`src/dsuvg_pkg.sv`:
```
// ----------------------------------------------------------------------------
// dsuvg_pkg
// Shared types, register indexes and constants of the drift-scan uv gridder.
// ----------------------------------------------------------------------------
package dsuvg_pkg;

  // Configuration port
  localparam int CFG_IW = 3;
  localparam int CFG_DW = 32;

  localparam logic [CFG_IW-1:0] CFG_SIN_LAT     = 3'd0;
  localparam logic [CFG_IW-1:0] CFG_COS_LAT     = 3'd1;
  localparam logic [CFG_IW-1:0] CFG_BIN_SCALE   = 3'd2;
  localparam logic [CFG_IW-1:0] CFG_FIRST_ANGLE = 3'd3;
  localparam logic [CFG_IW-1:0] CFG_ANGLE_STEP  = 3'd4;
  localparam logic [CFG_IW-1:0] CFG_TIME_STEP   = 3'd5;
  localparam logic [CFG_IW-1:0] CFG_STEP_COUNT  = 3'd6;

  // Item kinds
  localparam logic OP_DEPOSIT = 1'b0;
  localparam logic OP_READ    = 1'b1;

  // Largest number of hour-angle samples per baseline
  localparam logic [10:0] STEP_MAX = 11'd1024;

  // Queue between front and back
  localparam int QDEPTH = 4;
  localparam int QAW    = 2;

  // CORDIC start gain in Q.30
  localparam logic signed [32:0] CORDIC_X0 = 33'sh026DD3B6A;

  typedef struct packed {
    logic [15:0] sin_lat;
    logic [15:0] cos_lat;
    logic [31:0] bin_scale;
    logic [15:0] first_angle;
    logic [15:0] angle_step;
    logic [31:0] time_step;
    logic [10:0] step_count;
  } cfg_t;

  // One queued item: kind, read cell and the rotated baseline terms
  typedef struct packed {
    logic        op;
    logic [5:0]  read_u;
    logic [5:0]  read_v;
    logic [35:0] bx;
    logic [35:0] by;
    logic [35:0] bz;
    logic [47:0] mt;
  } qent_t;

  // Arctangent of 2^-i in turns scaled to 2^32
  function automatic logic [29:0] atan_lut(input logic [4:0] idx);
    case (idx)
      5'd0:    return 30'h20000000;
      5'd1:    return 30'h12E4051E;
      5'd2:    return 30'h09FB385B;
      5'd3:    return 30'h051111D4;
      5'd4:    return 30'h028B0D43;
      5'd5:    return 30'h0145D7E1;
      5'd6:    return 30'h00A2F61E;
      5'd7:    return 30'h00517C55;
      5'd8:    return 30'h0028BE53;
      5'd9:    return 30'h00145F2F;
      5'd10:   return 30'h000A2F98;
      5'd11:   return 30'h000517CC;
      5'd12:   return 30'h00028BE6;
      5'd13:   return 30'h000145F3;
      5'd14:   return 30'h0000A2FA;
      5'd15:   return 30'h0000517D;
      5'd16:   return 30'h000028BE;
      5'd17:   return 30'h0000145F;
      5'd18:   return 30'h00000A30;
      5'd19:   return 30'h00000518;
      5'd20:   return 30'h0000028C;
      5'd21:   return 30'h00000146;
      5'd22:   return 30'h000000A3;
      5'd23:   return 30'h00000051;
      default: return 30'h00000000;
    endcase
  endfunction

endpackage

```
`src/dsuvg_front.sv`:
```
// ----------------------------------------------------------------------------
// dsuvg_front
// Accept items, classify them and form the latitude-rotated baseline terms.
// ----------------------------------------------------------------------------
module dsuvg_front (
  input  logic             clk,
  input  logic             rst_n,
  input  logic             hold,
  input  dsuvg_pkg::cfg_t  cfg,
  input  logic             in_tvalid,
  output logic             in_tready,
  input  logic [71:0]      in_tdata,
  input  logic             in_tuser,
  output logic             q_push,
  output dsuvg_pkg::qent_t q_wdata,
  input  logic             q_full
);
  import dsuvg_pkg::*;

  logic               s1_v_r, s1_v_nxt;
  logic               s1_op_r;
  logic [19:0]        s1_x_r, s1_y_r;
  logic [15:0]        s1_mult_r;
  logic [5:0]         s1_ru_r, s1_rv_r;
  logic               accept;
  logic signed [35:0] ysl, ycl, xsh;

  assign in_tready = !hold && (!s1_v_r || !q_full);
  assign accept    = in_tvalid && in_tready;
  assign q_push    = s1_v_r && !q_full;

  // Hold one item until the queue takes it
  always_comb begin
    s1_v_nxt = s1_v_r;
    if (accept) begin
      s1_v_nxt = 1'b1;
    end else if (q_push) begin
      s1_v_nxt = 1'b0;
    end
  end

  always_ff @(posedge clk) begin
    if (!rst_n) begin
      s1_v_r <= 1'b0;
    end else begin
      s1_v_r <= s1_v_nxt;
    end
  end

  always_ff @(posedge clk) begin
    if (accept) begin
      s1_op_r   <= in_tuser;
      s1_x_r    <= in_tdata[19:0];
      s1_y_r    <= in_tdata[39:20];
      s1_mult_r <= in_tdata[55:40];
      s1_ru_r   <= in_tdata[61:56];
      s1_rv_r   <= in_tdata[67:62];
    end
  end

  // Baseline terms: -y*sl, x*2^15, y*cl and multiplicity times step time
  assign ysl = 36'($signed(s1_y_r)) * 36'($signed(cfg.sin_lat));
  assign ycl = 36'($signed(s1_y_r)) * 36'($signed(cfg.cos_lat));
  assign xsh = 36'($signed(s1_x_r)) <<< 15;

  always_comb begin
    q_wdata.op     = s1_op_r;
    q_wdata.read_u = s1_ru_r;
    q_wdata.read_v = s1_rv_r;
    q_wdata.bx     = unsigned'(-ysl);
    q_wdata.by     = unsigned'(xsh);
    q_wdata.bz     = unsigned'(ycl);
    q_wdata.mt     = 48'(s1_mult_r) * 48'(cfg.time_step);
  end

endmodule

```
`config.mk`:
```
export PLATFORM = sky130hd
export DESIGN_NAME = dsuvg_front
export DESIGN_NICKNAME = d
export VERILOG_FILES = /design/src/dsuvg_pkg.sv /design/src/dsuvg_front.sv
export SDC_FILE = /design/constraint.sdc
export NUM_CORES = 2
export LEC_CHECK = 0
export BUFFER_PORTS_ARGS = -buffer_cell sky130_fd_sc_hd__buf_2
export CAP_MARGIN = 20
export CORE_AREA = 2 2 329 331
export DETAILED_ROUTE_END_ITERATION = 10
export DIE_AREA = 0 0 331 333
export RECOVER_POWER = 100
export SLEW_MARGIN = 20
export SYNTH_ARGS = -nofsm -noshare
export SYNTH_HDL_FRONTEND = slang
export SYNTH_SLANG_ARGS = --single-unit
```
`constraint.sdc`:
```
create_clock -name clk -period 11 [get_ports clk]
set_input_delay 0.55 -clock clk [delete_from_list [all_inputs] [get_ports clk]]
set_output_delay 0.55 -clock clk [all_outputs]
set_load 0.01 [all_outputs]
```
==> flow_summary.toml <==
[worst_setup_path]
path_max_fanout = 21
cp_slowest_cell = "clkbuf_1"
ff2ff_path_depth = 3
path_buf_inv = 4
cp_slowest_stage_delay_ns = 1.07
critPathCaptureType = "output pin"
crit_arrival_ns = 9.02
path_class = "reg2out"
r2r_setup_slack_ns = 5.99
cp.required_ns = 10.45
startpoint_type = "flop"
worst_path_most_repeated_cell = "fa_1"
crit_path_start = "s1_mult_r[5]$_DFFE_PP_"
cp_top_family = "adder cells"
path_cells = "clkbuf_1 -> and2_0 -> fa_1 -> inv_1 -> fa_1 -> fa_1 -> fa_1 -> inv_1 -> fa_1 -> fa_1 -> ha_1 -> a2111o_1 -> a21oi_1 -> nor2_1 -> a211oi_1 -> o21ai_0 -> a41oi_1 -> xnor2_1 -> clkbuf_1"
reg2reg_from = "s1_v_r$_SDFFE_PN0P_"
reg2reg_to = "s1_y_r[5]$_DFFE_PP_"

[cts]
h-tree-depth = 3
clk_pin_slew_ns = 0.09
cts_buffers = 9
cts_tree = "done"
root_buffer = "clkbuf_16"
post-cts-setup-buffer-count = 0
ctsHoldBuffers = 0
cts_buffer_depth = 2
ctsResizeCount = 0
clk_latency_ns = 0.42
clock_sinks = 70

[synth]
muxShareOfSynthArea_pct = 0.0972
ys_seq_area_share_pct = 4.92
yosys.area_share.adder_pct = 59.0
synth-edff-count = 69
synth_cell_types = 77
synth_ff_type = "edfxtp_1"
synth_cells = 4677
synth-xor-area-share_pct = 2.31
synth-compound-area-share_pct = 5.26
ys_warn_count = 0
yosysTopAreaCell = "fa_1"
async_flop_share_pct = 0
synth_area_mm2 = 0.0425
synth.avg_cell_area_um2 = 9.08
synth_area_leaders = "fa_1, inv_1, ha_1"
synth_top_family_by_area = "adder cells"
yosysTopAreaCellShare_pct = 49.5
synth-seq-cells = 70
synth-simple-area-share_pct = 16.1

[timing]
tightest_slew_ns = 3.12
drv_slew = 139
rsz0062_at_grt = "false"
hold_ws_ns = 0.302
fin_skew_ns = 0.0139
final-hold-violation-count = 0
slew_headroom_pct = -108
setup_ws_ns = 1.43
fmax_mhz = 104
tns_ns = 0
min_period_ns = 9.57
fin_crit_sh_pct = 87.0
setup_viol = 0

[worst_hold_path]
min_from = "in_tdata[20]"
holdCritPathClass = "in2reg"
worstHoldPathCells = 1
holdPathEnd = "s1_y_r[0]$_DFFE_PP_"

[floorplan]
start_util_pct = 39.9
die_w_um = 331
fp-row-count = 120
dieArea_mm2 = 0.110
die_h_um = 333
design.core.area_mm2 = 0.107
ios = 388

[global_routing]
grt_usage_pct = 20.9
use_met3_pct = 3.30
use_met1_pct = 28.2
top_usage_layer = "met2"
grt_pass1_vias = 33700
grt_max_degree = 41
globalRouteOverflowTotal = 0
grt_pass1_wl_um = 180000
antenna_found_initial = 14
globalRouteMet2Util_pct = 35.1

[finish]
mostFrequentLayoutCell = "inv_1"
final_cell_mix = "inv_1, fa_1, nand2_1"
n_fill_cell = 10800
drive_gt1_share_pct = 4.73
area_growth_pct = 6.18
final_nets = 6386
design_area_mm2 = 0.0451

[place]
pre_cts_ws_ns = 2.93
placed_cell_area_mm2 = 0.0451
place_hpwl_um = 85400
place.gp.congestion = 0.910
io_buffers = 293

[routing]
viasPerCell = 5.02
routedWlPerCell_um = 17.5
vias = 31200
post-route-drc-count = 0
antenna_left = 0
drtPass1Iterations = 5
drt_iter0_drc = 1605
wl_um = 108000

[job]
cap_violations = 4

[outcome]
status = "finished with violations"
failed_checks = "max-capacitance violations, max-slew violations"
cell usage after synthesis, drive strengths merged, types with 4 or more instances:
| library cell | n |
|---|---|
| a21oi | 102 |
| inv | 1142 |
| o31ai | 7 |
| or2 | 6 |
| edfxtp | 69 |
| nor2 | 77 |
| nor3 | 20 |
| nand3 | 27 |
| buf | 22 |
| nand2 | 726 |
| o41ai | 5 |
| a211oi | 17 |
| o21a | 11 |
| nand3b | 4 |
| clkbuf | 215 |
| a311oi | 7 |
| o2111ai | 4 |
| a31o | 4 |
| or3 | 5 |
| fa | 1050 |
| nor2b | 30 |
| and4 | 7 |
| and3 | 10 |
| xor2 | 24 |
| o21ai | 50 |
| a21o | 42 |
| a21boi | 4 |
| xnor2 | 88 |
| nand4 | 12 |
| and2 | 461 |
| a31oi | 9 |
| nand2b | 13 |
| nor4 | 6 |
| o211ai | 10 |
| a41oi | 5 |
| o21bai | 19 |
| ha | 323 |
state kept, by name (all words and copies together) (netlist names):
register   flops
s1_mult_r     16
s1_op_r        1
s1_ru_r        6
s1_rv_r        6
s1_v_r         1
s1_x_r        20
s1_y_r        20
through the flow:
| stage | utilization (%) | instances |
|---|---|---|
| floorplan | - | 4691 |
| global placement | 42.3 | 6188 |
| detailed placement | 42.3 | 6188 |
| CTS | 42.6 | 6204 |
| global route | 42.3 | 6208 |
| finish | 42.3 | 6209 |
metal layers:
metal	part of all wire (%)	routed length, um
met1	43	46500
met2	49	52800
met3	6.0	6460
met4	2.4	2560
met5	0.051	55
how the worst max path moves through the flow:
stage                  end  slack (ns)  cells past startpoint
2_1_floorplan  q_wdata[81]        4.28                     23
3_3_place_gp   q_wdata[42]        2.95                     19
3_5_place_dp   q_wdata[42]        2.93                     19
4_1_cts        q_wdata[42]        2.41                     19
5_1_grt        q_wdata[42]        1.18                     22
6_report       q_wdata[30]        1.43                     19
worst register-to-register path: cells and delay by family, from the launching register on:
family / cells / cell delay, ns
AOI/OAI and AO/OA: 1 / 0.15
DFF: 1 / 0.33
buffers and inverters: 1 / 2.32
and+or+nand+nor: 1 / 1.70
final cells by class:
| cell class | instances | area, um2 | area share [%] |
|---|---|---|---|
| diodes | 5 | 12.5 | 0.0277 |
| clock buffers | 10 | 229 | 0.508 |
| clock inverters | 6 | 46.3 | 0.103 |
| inverters | 1142 | 4290 | 9.50 |
| multi-input cells | 3242 | 35100 | 77.8 |
| flip-flops and latches | 70 | 2090 | 4.64 |
| well taps | 1403 | 1760 | 3.89 |
| repair buffers | 331 | 1570 | 3.49 |
cell families after synthesis:
group	Yosys count
compound gates	327
xor+xnor	112
fa+ha+maj	1373
buf+inv	1379
flops	70
mux	4
other cells	1
simple gates	1411
Power is not shown: default switching activity piles up to over one toggle a cycle in this logic, so the estimate is an artifact.
