===== config.mk =====
export PLATFORM = sky130hd
export DESIGN_NAME = dsuvg_queue
export DESIGN_NICKNAME = d
export VERILOG_FILES = /design/src/dsuvg_pkg.sv /design/src/dsuvg_queue.sv
export SDC_FILE = /design/constraint.sdc
export NUM_CORES = 1
export LEC_CHECK = 0
export ABC_AREA = 0
export BUFFER_PORTS_ARGS = -buffer_cell sky130_fd_sc_hd__clkbuf_2
export CORE_MARGIN = 1.5
export CORE_UTILIZATION = 50
export CTS_BUF_LIST = sky130_fd_sc_hd__clkbuf_8
export DETAILED_ROUTE_END_ITERATION = 7
export HOLD_SLACK_MARGIN = 0.12
export PLACE_DENSITY_LB_ADDON = 0.05
export SYNTH_ARGS = -nofsm -noshare
export SYNTH_HDL_FRONTEND = slang
export SYNTH_SLANG_ARGS = --single-unit

===== constraint.sdc =====
create_clock -name clk -period 5.5 [get_ports clk]
set_input_delay 1.1 -clock clk [delete_from_list [all_inputs] [get_ports clk]]
set_output_delay 1.1 -clock clk [all_outputs]
set_load 0.01 [all_outputs]

===== src/dsuvg_pkg.sv =====
// ----------------------------------------------------------------------------
// dsuvg_pkg
// Shared types, register indexes and constants of the drift-scan uv gridder.
// ----------------------------------------------------------------------------
package dsuvg_pkg;

  // Configuration port
  localparam int CFG_IW = 3;
  localparam int CFG_DW = 32;

  localparam logic [CFG_IW-1:0] CFG_SIN_LAT     = 3'd0;
  localparam logic [CFG_IW-1:0] CFG_COS_LAT     = 3'd1;
  localparam logic [CFG_IW-1:0] CFG_BIN_SCALE   = 3'd2;
  localparam logic [CFG_IW-1:0] CFG_FIRST_ANGLE = 3'd3;
  localparam logic [CFG_IW-1:0] CFG_ANGLE_STEP  = 3'd4;
  localparam logic [CFG_IW-1:0] CFG_TIME_STEP   = 3'd5;
  localparam logic [CFG_IW-1:0] CFG_STEP_COUNT  = 3'd6;

  // Item kinds
  localparam logic OP_DEPOSIT = 1'b0;
  localparam logic OP_READ    = 1'b1;

  // Largest number of hour-angle samples per baseline
  localparam logic [10:0] STEP_MAX = 11'd1024;

  // Queue between front and back
  localparam int QDEPTH = 4;
  localparam int QAW    = 2;

  // CORDIC start gain in Q.30
  localparam logic signed [32:0] CORDIC_X0 = 33'sh026DD3B6A;

  typedef struct packed {
    logic [15:0] sin_lat;
    logic [15:0] cos_lat;
    logic [31:0] bin_scale;
    logic [15:0] first_angle;
    logic [15:0] angle_step;
    logic [31:0] time_step;
    logic [10:0] step_count;
  } cfg_t;

  // One queued item: kind, read cell and the rotated baseline terms
  typedef struct packed {
    logic        op;
    logic [5:0]  read_u;
    logic [5:0]  read_v;
    logic [35:0] bx;
    logic [35:0] by;
    logic [35:0] bz;
    logic [47:0] mt;
  } qent_t;

  // Arctangent of 2^-i in turns scaled to 2^32
  function automatic logic [29:0] atan_lut(input logic [4:0] idx);
    case (idx)
      5'd0:    return 30'h20000000;
      5'd1:    return 30'h12E4051E;
      5'd2:    return 30'h09FB385B;
      5'd3:    return 30'h051111D4;
      5'd4:    return 30'h028B0D43;
      5'd5:    return 30'h0145D7E1;
      5'd6:    return 30'h00A2F61E;
      5'd7:    return 30'h00517C55;
      5'd8:    return 30'h0028BE53;
      5'd9:    return 30'h00145F2F;
      5'd10:   return 30'h000A2F98;
      5'd11:   return 30'h000517CC;
      5'd12:   return 30'h00028BE6;
      5'd13:   return 30'h000145F3;
      5'd14:   return 30'h0000A2FA;
      5'd15:   return 30'h0000517D;
      5'd16:   return 30'h000028BE;
      5'd17:   return 30'h0000145F;
      5'd18:   return 30'h00000A30;
      5'd19:   return 30'h00000518;
      5'd20:   return 30'h0000028C;
      5'd21:   return 30'h00000146;
      5'd22:   return 30'h000000A3;
      5'd23:   return 30'h00000051;
      default: return 30'h00000000;
    endcase
  endfunction

endpackage


===== src/dsuvg_queue.sv =====
// ----------------------------------------------------------------------------
// dsuvg_queue
// Short in-order queue of classified items between front and back.
// ----------------------------------------------------------------------------
module dsuvg_queue (
  input  logic             clk,
  input  logic             rst_n,
  input  logic             push,
  input  dsuvg_pkg::qent_t wdata,
  output logic             full,
  input  logic             pop,
  output dsuvg_pkg::qent_t rdata,
  output logic             empty
);
  import dsuvg_pkg::*;

  qent_t          slot_r [QDEPTH];
  logic [QAW-1:0] wr_ptr_r, wr_ptr_nxt;
  logic [QAW-1:0] rd_ptr_r, rd_ptr_nxt;
  logic [QAW:0]   count_r, count_nxt;

  assign full  = (count_r == (QAW+1)'(QDEPTH));
  assign empty = (count_r == '0);
  assign rdata = slot_r[rd_ptr_r];

  // Advance pointers and occupancy
  always_comb begin
    wr_ptr_nxt = push ? wr_ptr_r + 1'b1 : wr_ptr_r;
    rd_ptr_nxt = pop ? rd_ptr_r + 1'b1 : rd_ptr_r;
    count_nxt  = count_r;
    if (push && !pop) begin
      count_nxt = count_r + 1'b1;
    end else if (pop && !push) begin
      count_nxt = count_r - 1'b1;
    end
  end

  always_ff @(posedge clk) begin
    if (!rst_n) begin
      wr_ptr_r <= '0;
      rd_ptr_r <= '0;
      count_r  <= '0;
    end else begin
      wr_ptr_r <= wr_ptr_nxt;
      rd_ptr_r <= rd_ptr_nxt;
      count_r  <= count_nxt;
    end
  end

  // Store payload
  always_ff @(posedge clk) begin
    if (push) begin
      slot_r[wr_ptr_r] <= wdata;
    end
  end

endmodule


==> impl_results.md, run 1 <==
- WL final: 49100 um
- Hold buffers post-CTS: 0
- Largest delay share family, worst path: flip-flops
- Cell variety after synth: 20
- Global-route wire length before repair: just over 70000 um
- Fmax: about 0.25 GHz
- Synthesized area: 24800 um2
- DRC: 0
- Fraction of registers with async set/reset: 0%
- Ys flop type: edfxtp_1
- Slew margin rel.: between 30% and 40%
- Yosys top cell area share: 81.8%
- CTS Buffer Depth: 3
- Met3 usage: 7.13%
- Yosys top cell by area: edfxtp_1
- Final setup fails: 0
- Die Area: 51000 um2
- Final core occ: 59.9%
- Clk root buf: clkbuf_8
- Tmin final: 4.00 ns
- Worst path bufs/invs: 2
- Fin crit share: between 70 and 80%
- Total power: between 10 and 15 mW
- Worst Path Required: 4.40 ns
- Syn Area/Cell: 26.8 um2
- CTS buffer count: 107
- Num Clock Sinks: 685
- Worst-Margin Slew: 1.04 ns
- Slack of the critical path: 1.50 ns
- # nets final: 1540
- Yosys reg bits: 685
- WL/cell: 23.2 um
- Vias per Instance: 5.26
- Cell Area, Placed: 27400 um2
- Final Skew: ~0.018 ns
- H-Tree Depth: 3
- CTS tree: yes
- Setup Buffers After CTS: 0
- Worst Path Max Fanout: 44
- Top post-synthesis cells by count: 676 x edfxtp_1, 169 x mux4_2, 18 x buf_2
- Gr usage total: 19.4%
- Worst setup EP type: output pin
- Syn Inst Count: 926
- Critical path, cell by cell: buf_4 > mux4_2 > clkbuf_2
- RSZ-0062 raised after global routing: false
- Sequential-to-total area share from yosys stat: slightly above 80%
- GRT busiest layer: met2
- FP Rows: 81
- Most frequent cell after synthesis: edfxtp_1
- PwrDens: 374 nW/um2
- Global-route track usage on met1: around a quarter
- GR Util met2: 31.3%
- Post-Syn Nets: 1105
- Final hold violation count: 0
- Die width: 226 um
- Kind of critical path: reg2out
- Final Max Slew Viols: 0
- Arr. time, crit path: between 2 and 3 ns
- I/O pins: between 300 and 400
- Post-route cell area: slightly below 30000 um2
- Clock Latency Late Sink: 0.68 ns
- Clk slew on worst S/H paths: 0.06 ns
- Vias in the first global route: 11700
- Crit-path slowest cell: dfxtp_4
- Antenna-violating nets left: 0
- Initial detailed-routing violation count: 652
- FILL cells: 3569
- IO Port Bufs: 343
- EDFF count, synth: just under 700
- Routability-driven placement congestion ratio: between 0.7 and 0.8
- Pin count of the biggest net entering global routing: 85
- Setup WS pre-CTS: 2.08 ns
- Run status: completed
- Setup TNS: 0 ns
- GR Overflow Total: 0
- Initial Util: 50.7%
- Initial antenna violation count: 6
- P&R area growth vs syn: 18.1%
- VDD IR-drop max: about 0.27 mV
- Final HPWL DP: around 29000 um
- TritonRoute pass-1 iters: 5
- Post_cts resized: 0
- Synth warn: 0
- Hold WC Path Type: reg2reg
- Share of cells above drive strength 1: 45.9%
- Maxcap violations: 0
- Top area cells in the synthesized netlist: edfxtp_1 82%, mux4_2 15%, dfxtp_1 0.73%
- Slowest stage delay, CP: between 0.9 and 1 ns
- Static Leak: 10.0 nW
- Vias: 11100
- Die Y: 226 um
- CP startpoint kind: flop
- CORE AREA: 49000 um2
metal layers:
| layer | vias up | share of wire, % |
|---|---|---|
| li1 | 4926 | - |
| met5 | - | 0.075 |
| met1 | 5805 | 39 |
| met4 | 6 | 2.2 |
| met3 | 90 | 8.2 |
| met2 | 317 | 50 |
tightest hold or removal path, stage by stage, from the launching register on:
cell      delay [ns]
dfxtp_1         0.32
o21ai_0         0.07
a21boi_0        0.08
cells in the final DEF, fill, tap and decap left out, types with 7 or more instances in the layout:
cell type,Yosys,layout
clkinv_1,0,32
mux4_2,169,169
clkinv_2,0,12
buf_4,0,13
dfxtp_1,9,7
edfxtp_1,676,676
clkbuf_2,0,343
clkbuf_8,0,108
buf_12,0,8
inv_1,4,44
logic make-up (layout without fill, tap and decap cells):
kind of cell / Yosys count / after routing / synth area share, %
other: 0 / 3 / 0
AO/OA/AOI/OAI: 2 / 2 / 0.0504
multiplexers: 171 / 171 / 15.4
flip-flops: 685 / 685 / 82.5
XOR/XNOR: 5 / 5 / 0.176
adder cells (fa/ha/maj): 6 / 6 / 0.333
AND/OR/NAND/NOR: 15 / 15 / 0.368
buffers and inverters: 42 / 568 / 1.15
layout make-up:
class | instances | area (um2) | share of cell area, %
Sequential cell | 685 | 20500 | 69.9
Multi-Input combinational cell | 199 | 4070 | 13.9
Timing Repair Buffer | 364 | 1970 | 6.74
Clock buffer | 108 | 1490 | 5.07
Tap cell | 664 | 831 | 2.84
Clock inverter | 92 | 437 | 1.49
Inverter | 4 | 15.0 | 0.0512
Antenna cell | 3 | 7.51 | 0.0256
power by group:
part | total (mW) | switching [mW] | internal [mW]
combinational | 1.07 | 0.589 | 0.486
sequential | 6.09 | 0.0830 | 6.00
clock | 3.79 | 1.87 | 1.92
sequential cells by signal, summed over array words and instances (netlist names), named ones only:
name      cells
slot_r      676
count_r       3
rd_ptr_r      2
wr_ptr_r      2
final timing paths:
path                                  start        endpoint  cells after the start  slack, ns
worst max-delay path                   flop      rdata[118]                      3       1.50
worst min-delay path             count_r[2]      count_r[2]                      2       0.52
worst max register to register  wr_ptr_r[0]  slot_r[2][163]                      4       3.15
worst min register to register   count_r[2]      count_r[2]                      2       0.52
through the flow:
step / instances / hold slack (ns)
final: 2119 / 0.521
after global routing: 2117 / 0.560
after CTS: 2116 / 0.515
after detailed placement: 1916 / 0.508
after global placement: 1916 / 0.498
after floorplan: 926 / 0.472
Note: power is estimated with default switching activity, not from simulation.
==> run 2, diff against run 1 <==
==> constraint.sdc (replaced) <==
create_clock -name clk -period 3.9 [get_ports clk]
set_input_delay 0.78 -clock clk [delete_from_list [all_inputs] [get_ports clk]]
set_output_delay 0.78 -clock clk [all_outputs]
set_load 0.01 [all_outputs]
==> run 2 against run 1 <==
Against the previous run: largest power group unchanged; hold slack worse by 0.20 ns; flip-flop and latch count unchanged; utilization up 0.38 points; combinational power up 48%; highest routed layer unchanged; clock skew up 0.0031 ns; register-to-register slack worse by 1.2 ns; design area up 0.64%; sequential power up 41%.
==> impl_results.md, run 2 (same netlist as run 1, synthesis figures left out) <==
- CORE AREA: 49000 um2 (unchanged)
- Cell Area, Placed: 27600 um2 (+0.96%)
- Maxcap violations: 0 (unchanged)
- CP startpoint kind: flop
- WL final: 49600 um (+1.1%)
- Final core occ: 60.2% (+0.38 points)
- Reg power frac: 55.7% (about the same)
- DRC: 0 (unchanged)
- Run status: completed
- Final setup fails: 0 (unchanged)
- Worst setup EP type: output pin
- Worst r2r path cells: 4 (unchanged)
- Final hold violation count: 0 (unchanged)
- Worst path bufs/invs: 2 (unchanged)
- WL/cell: 23.3 um (+0.82%)
- Slack of the critical path: 0.557 ns (-0.945 ns)
- Final HPWL DP: 31100 um (+5.6%)
- Net Sw Power: 3.54 mW (+39%)
- Antenna-violating nets left: 0 (unchanged)
- Hold WC Path Type: in2reg
- Pin count of the biggest net entering global routing: 58 (-32%)
- Initial antenna violation count: 4 (-2)
- Post-route cell area: 29500 um2 (+0.64%)
- GR Overflow Total: 0 (unchanged)
- FILL cells: 3512 (-1.6%)
- Post_cts resized: 0 (unchanged)
- Cell internal pwr: 11.8 mW (+41%)
- Flip-flop count of the largest register after layout: 676 (unchanged)
- Launching point of the worst reg2reg path: wr_ptr_r[0]
- Worst-Margin Slew: 0.837 ns (-0.207 ns)
- CTS buffer count: 108 (+0.93%)
- P&R area growth vs syn: 18.8%
- Clock Latency Late Sink: 0.68 ns (about the same)
- RSZ-0062 raised after global routing: false
- Biggest regs: slot_r x676, count_r x3
- Hold Path Depth: 1 (-1)
- Vias per Instance: 5.32 (+1.2%)
- Num Clock Sinks: 685 (unchanged)
- Slowest stage delay, CP: 0.76 ns (-0.18 ns)
- Hold path start: wdata[89]
- TritonRoute pass-1 iters: 6 (+1)
- Worst Path Required: 3.12 ns (-1.28 ns)
- Placed cells: 1936 (+1.0%)
- Initial detailed-routing violation count: 603 (-7.5%)
- Final Max Slew Viols: 0 (unchanged)
- Clk slew on worst S/H paths: 0.06 ns (about the same)
- Most common cell after layout, fill and taps aside: edfxtp_1
- CTS Buffer Depth: 3 (unchanged)
- Static Leak: 10.1 nW (+1.1%)
- PwrDens: 522 nW/um2 (+40%)
- Largest delay share family, worst path: flip-flops
- Setup Buffers After CTS: 0 (unchanged)
- Die width: 226 um (unchanged)
- Slew margin rel.: 44.2% (+14 points)
- Worst Path Max Fanout: 27 (-39%)
- Vias: 11300 (+1.5%)
- Routability-driven placement congestion ratio: 0.724 (+0.96%)
- IO Port Bufs: 343 (unchanged)
- Clk pwr share: 34.1% (-0.5 points)
- Fin crit share: 85.7%
- CTS tree: yes
- Fmax: 0.299 GHz
- VDD IR-drop max: 0.313 mV (+15%)
- Vias in the first global route: 11800 (+1.4%)
- Gr usage total: 19.8% (+0.34 points)
- I/O pins: 344 (unchanged)
- Reg2reg end: slot_r[2][131]
- Commonest non-fill, non-tap cells in the layout: 676 x edfxtp_1, 343 x clkbuf_2, 169 x mux4_2
- Hold Crit Endpoint: slot_r[1][89]
- Final Skew: 0.0211 ns (+0.00309 ns)
- Global-route wire length before repair: 73200 um (+1.7%)
- Share of cells above drive strength 1: 46.7% (+0.78 points)
- Switching share of power: 23.0% (-0.17 points)
- Die Area: 51000 um2 (unchanged)
- H-Tree Depth: 3 (unchanged)
- Largest Register: slot_r
- Comb pwr share: 10.3% (+0.5 points)
- Setup TNS: 0 ns (unchanged)
- Clk root buf: clkbuf_8
- R2R setup slack: 1.92 ns (-1.23 ns)
- Critical path, cell by cell: buf_4 > mux4_2 > clkbuf_2
- Kind of critical path: reg2out
- Die Y: 226 um (unchanged)
- Arr. time, crit path: 2.56 ns (-0.34 ns)
- FP Rows: 81 (unchanged)
- Setup WS pre-CTS: 1.17 ns (-0.912 ns)
- Crit-path slowest cell: dfxtp_4
- # nets final: 1561 (+1.4%)
- Tmin final: roughly 3.3 ns
- Initial Util: 50.7% (unchanged)
- Hold buffers post-CTS: 0 (unchanged)
- Final non-filler cell total: 2125 (+0.28%)
-- run 2: cell count changes in the layout (fill, tap and decap cells not counted) --
cell / change
clkbuf_8: +2
buf_4: +11
inv_1: -3
clkinvlp_4: -5
clkinv_2: -1
clkinv_1: -4
bufinv_16: -1
diode_2: -2
buf_12: +9
-- run 2: metrics by stage --
step	power [mW]	hold WS (ns)
global route	16.0	0.262
finish	15.4	0.323
global placement	10.3	0.505
detailed placement	10.3	0.521
CTS	15.6	0.258
floorplan	9.61	0.472
-- run 2: layout make-up --
class                           count  area [um2]  share of cell area (%)
Sequential cell                   685       20500                    69.5
Multi-Input combinational cell    199        4070                    13.8
Timing Repair Buffer              384        2240                    7.59
Clock buffer                      110        1510                    5.13
Tap cell                          664         831                    2.82
Clock inverter                     78         338                    1.15
Inverter                            4        15.0                  0.0509
Antenna cell                        1        2.50                 0.00849
-- run 2: power groups by stage --
stage          registers, mW  logic (mW)  clock network (mW)
2_1_floorplan           8.69       0.917                   0
3_3_place_gp            8.71        1.61                   0
3_5_place_dp            8.72        1.62                   0
4_1_cts                 8.57        1.63                5.42
5_1_grt                 8.59        1.70                5.73
6_report                8.56        1.58                5.24
-- run 2: metal layers --
layer	global-route usage [%]	routed length [um]	vias to the layer above
li1	-	-	4951
met1	25.9	19900	5946
met2	31.9	25000	318
met3	6.66	3740	83
met4	5.15	865	8
met5	0	52	-
-- run 2: worst register-to-register path: stages (launching register included) --
cell and delay, ns:
dfxtp_1 0.34, inv_1 0.09, ha_1 0.15, and2_4 0.70, buf_4 0.40
-- run 2: worst max path at each step --
stage / from / to / depth (start not counted)
2_1_floorplan: push / slot_r[1][0] / 1
3_3_place_gp: flop / rdata[4] / 3
3_5_place_dp: flop / rdata[4] / 3
4_1_cts: flop / rdata[4] / 3
5_1_grt: flop / rdata[15] / 3
6_report: flop / rdata[15] / 3
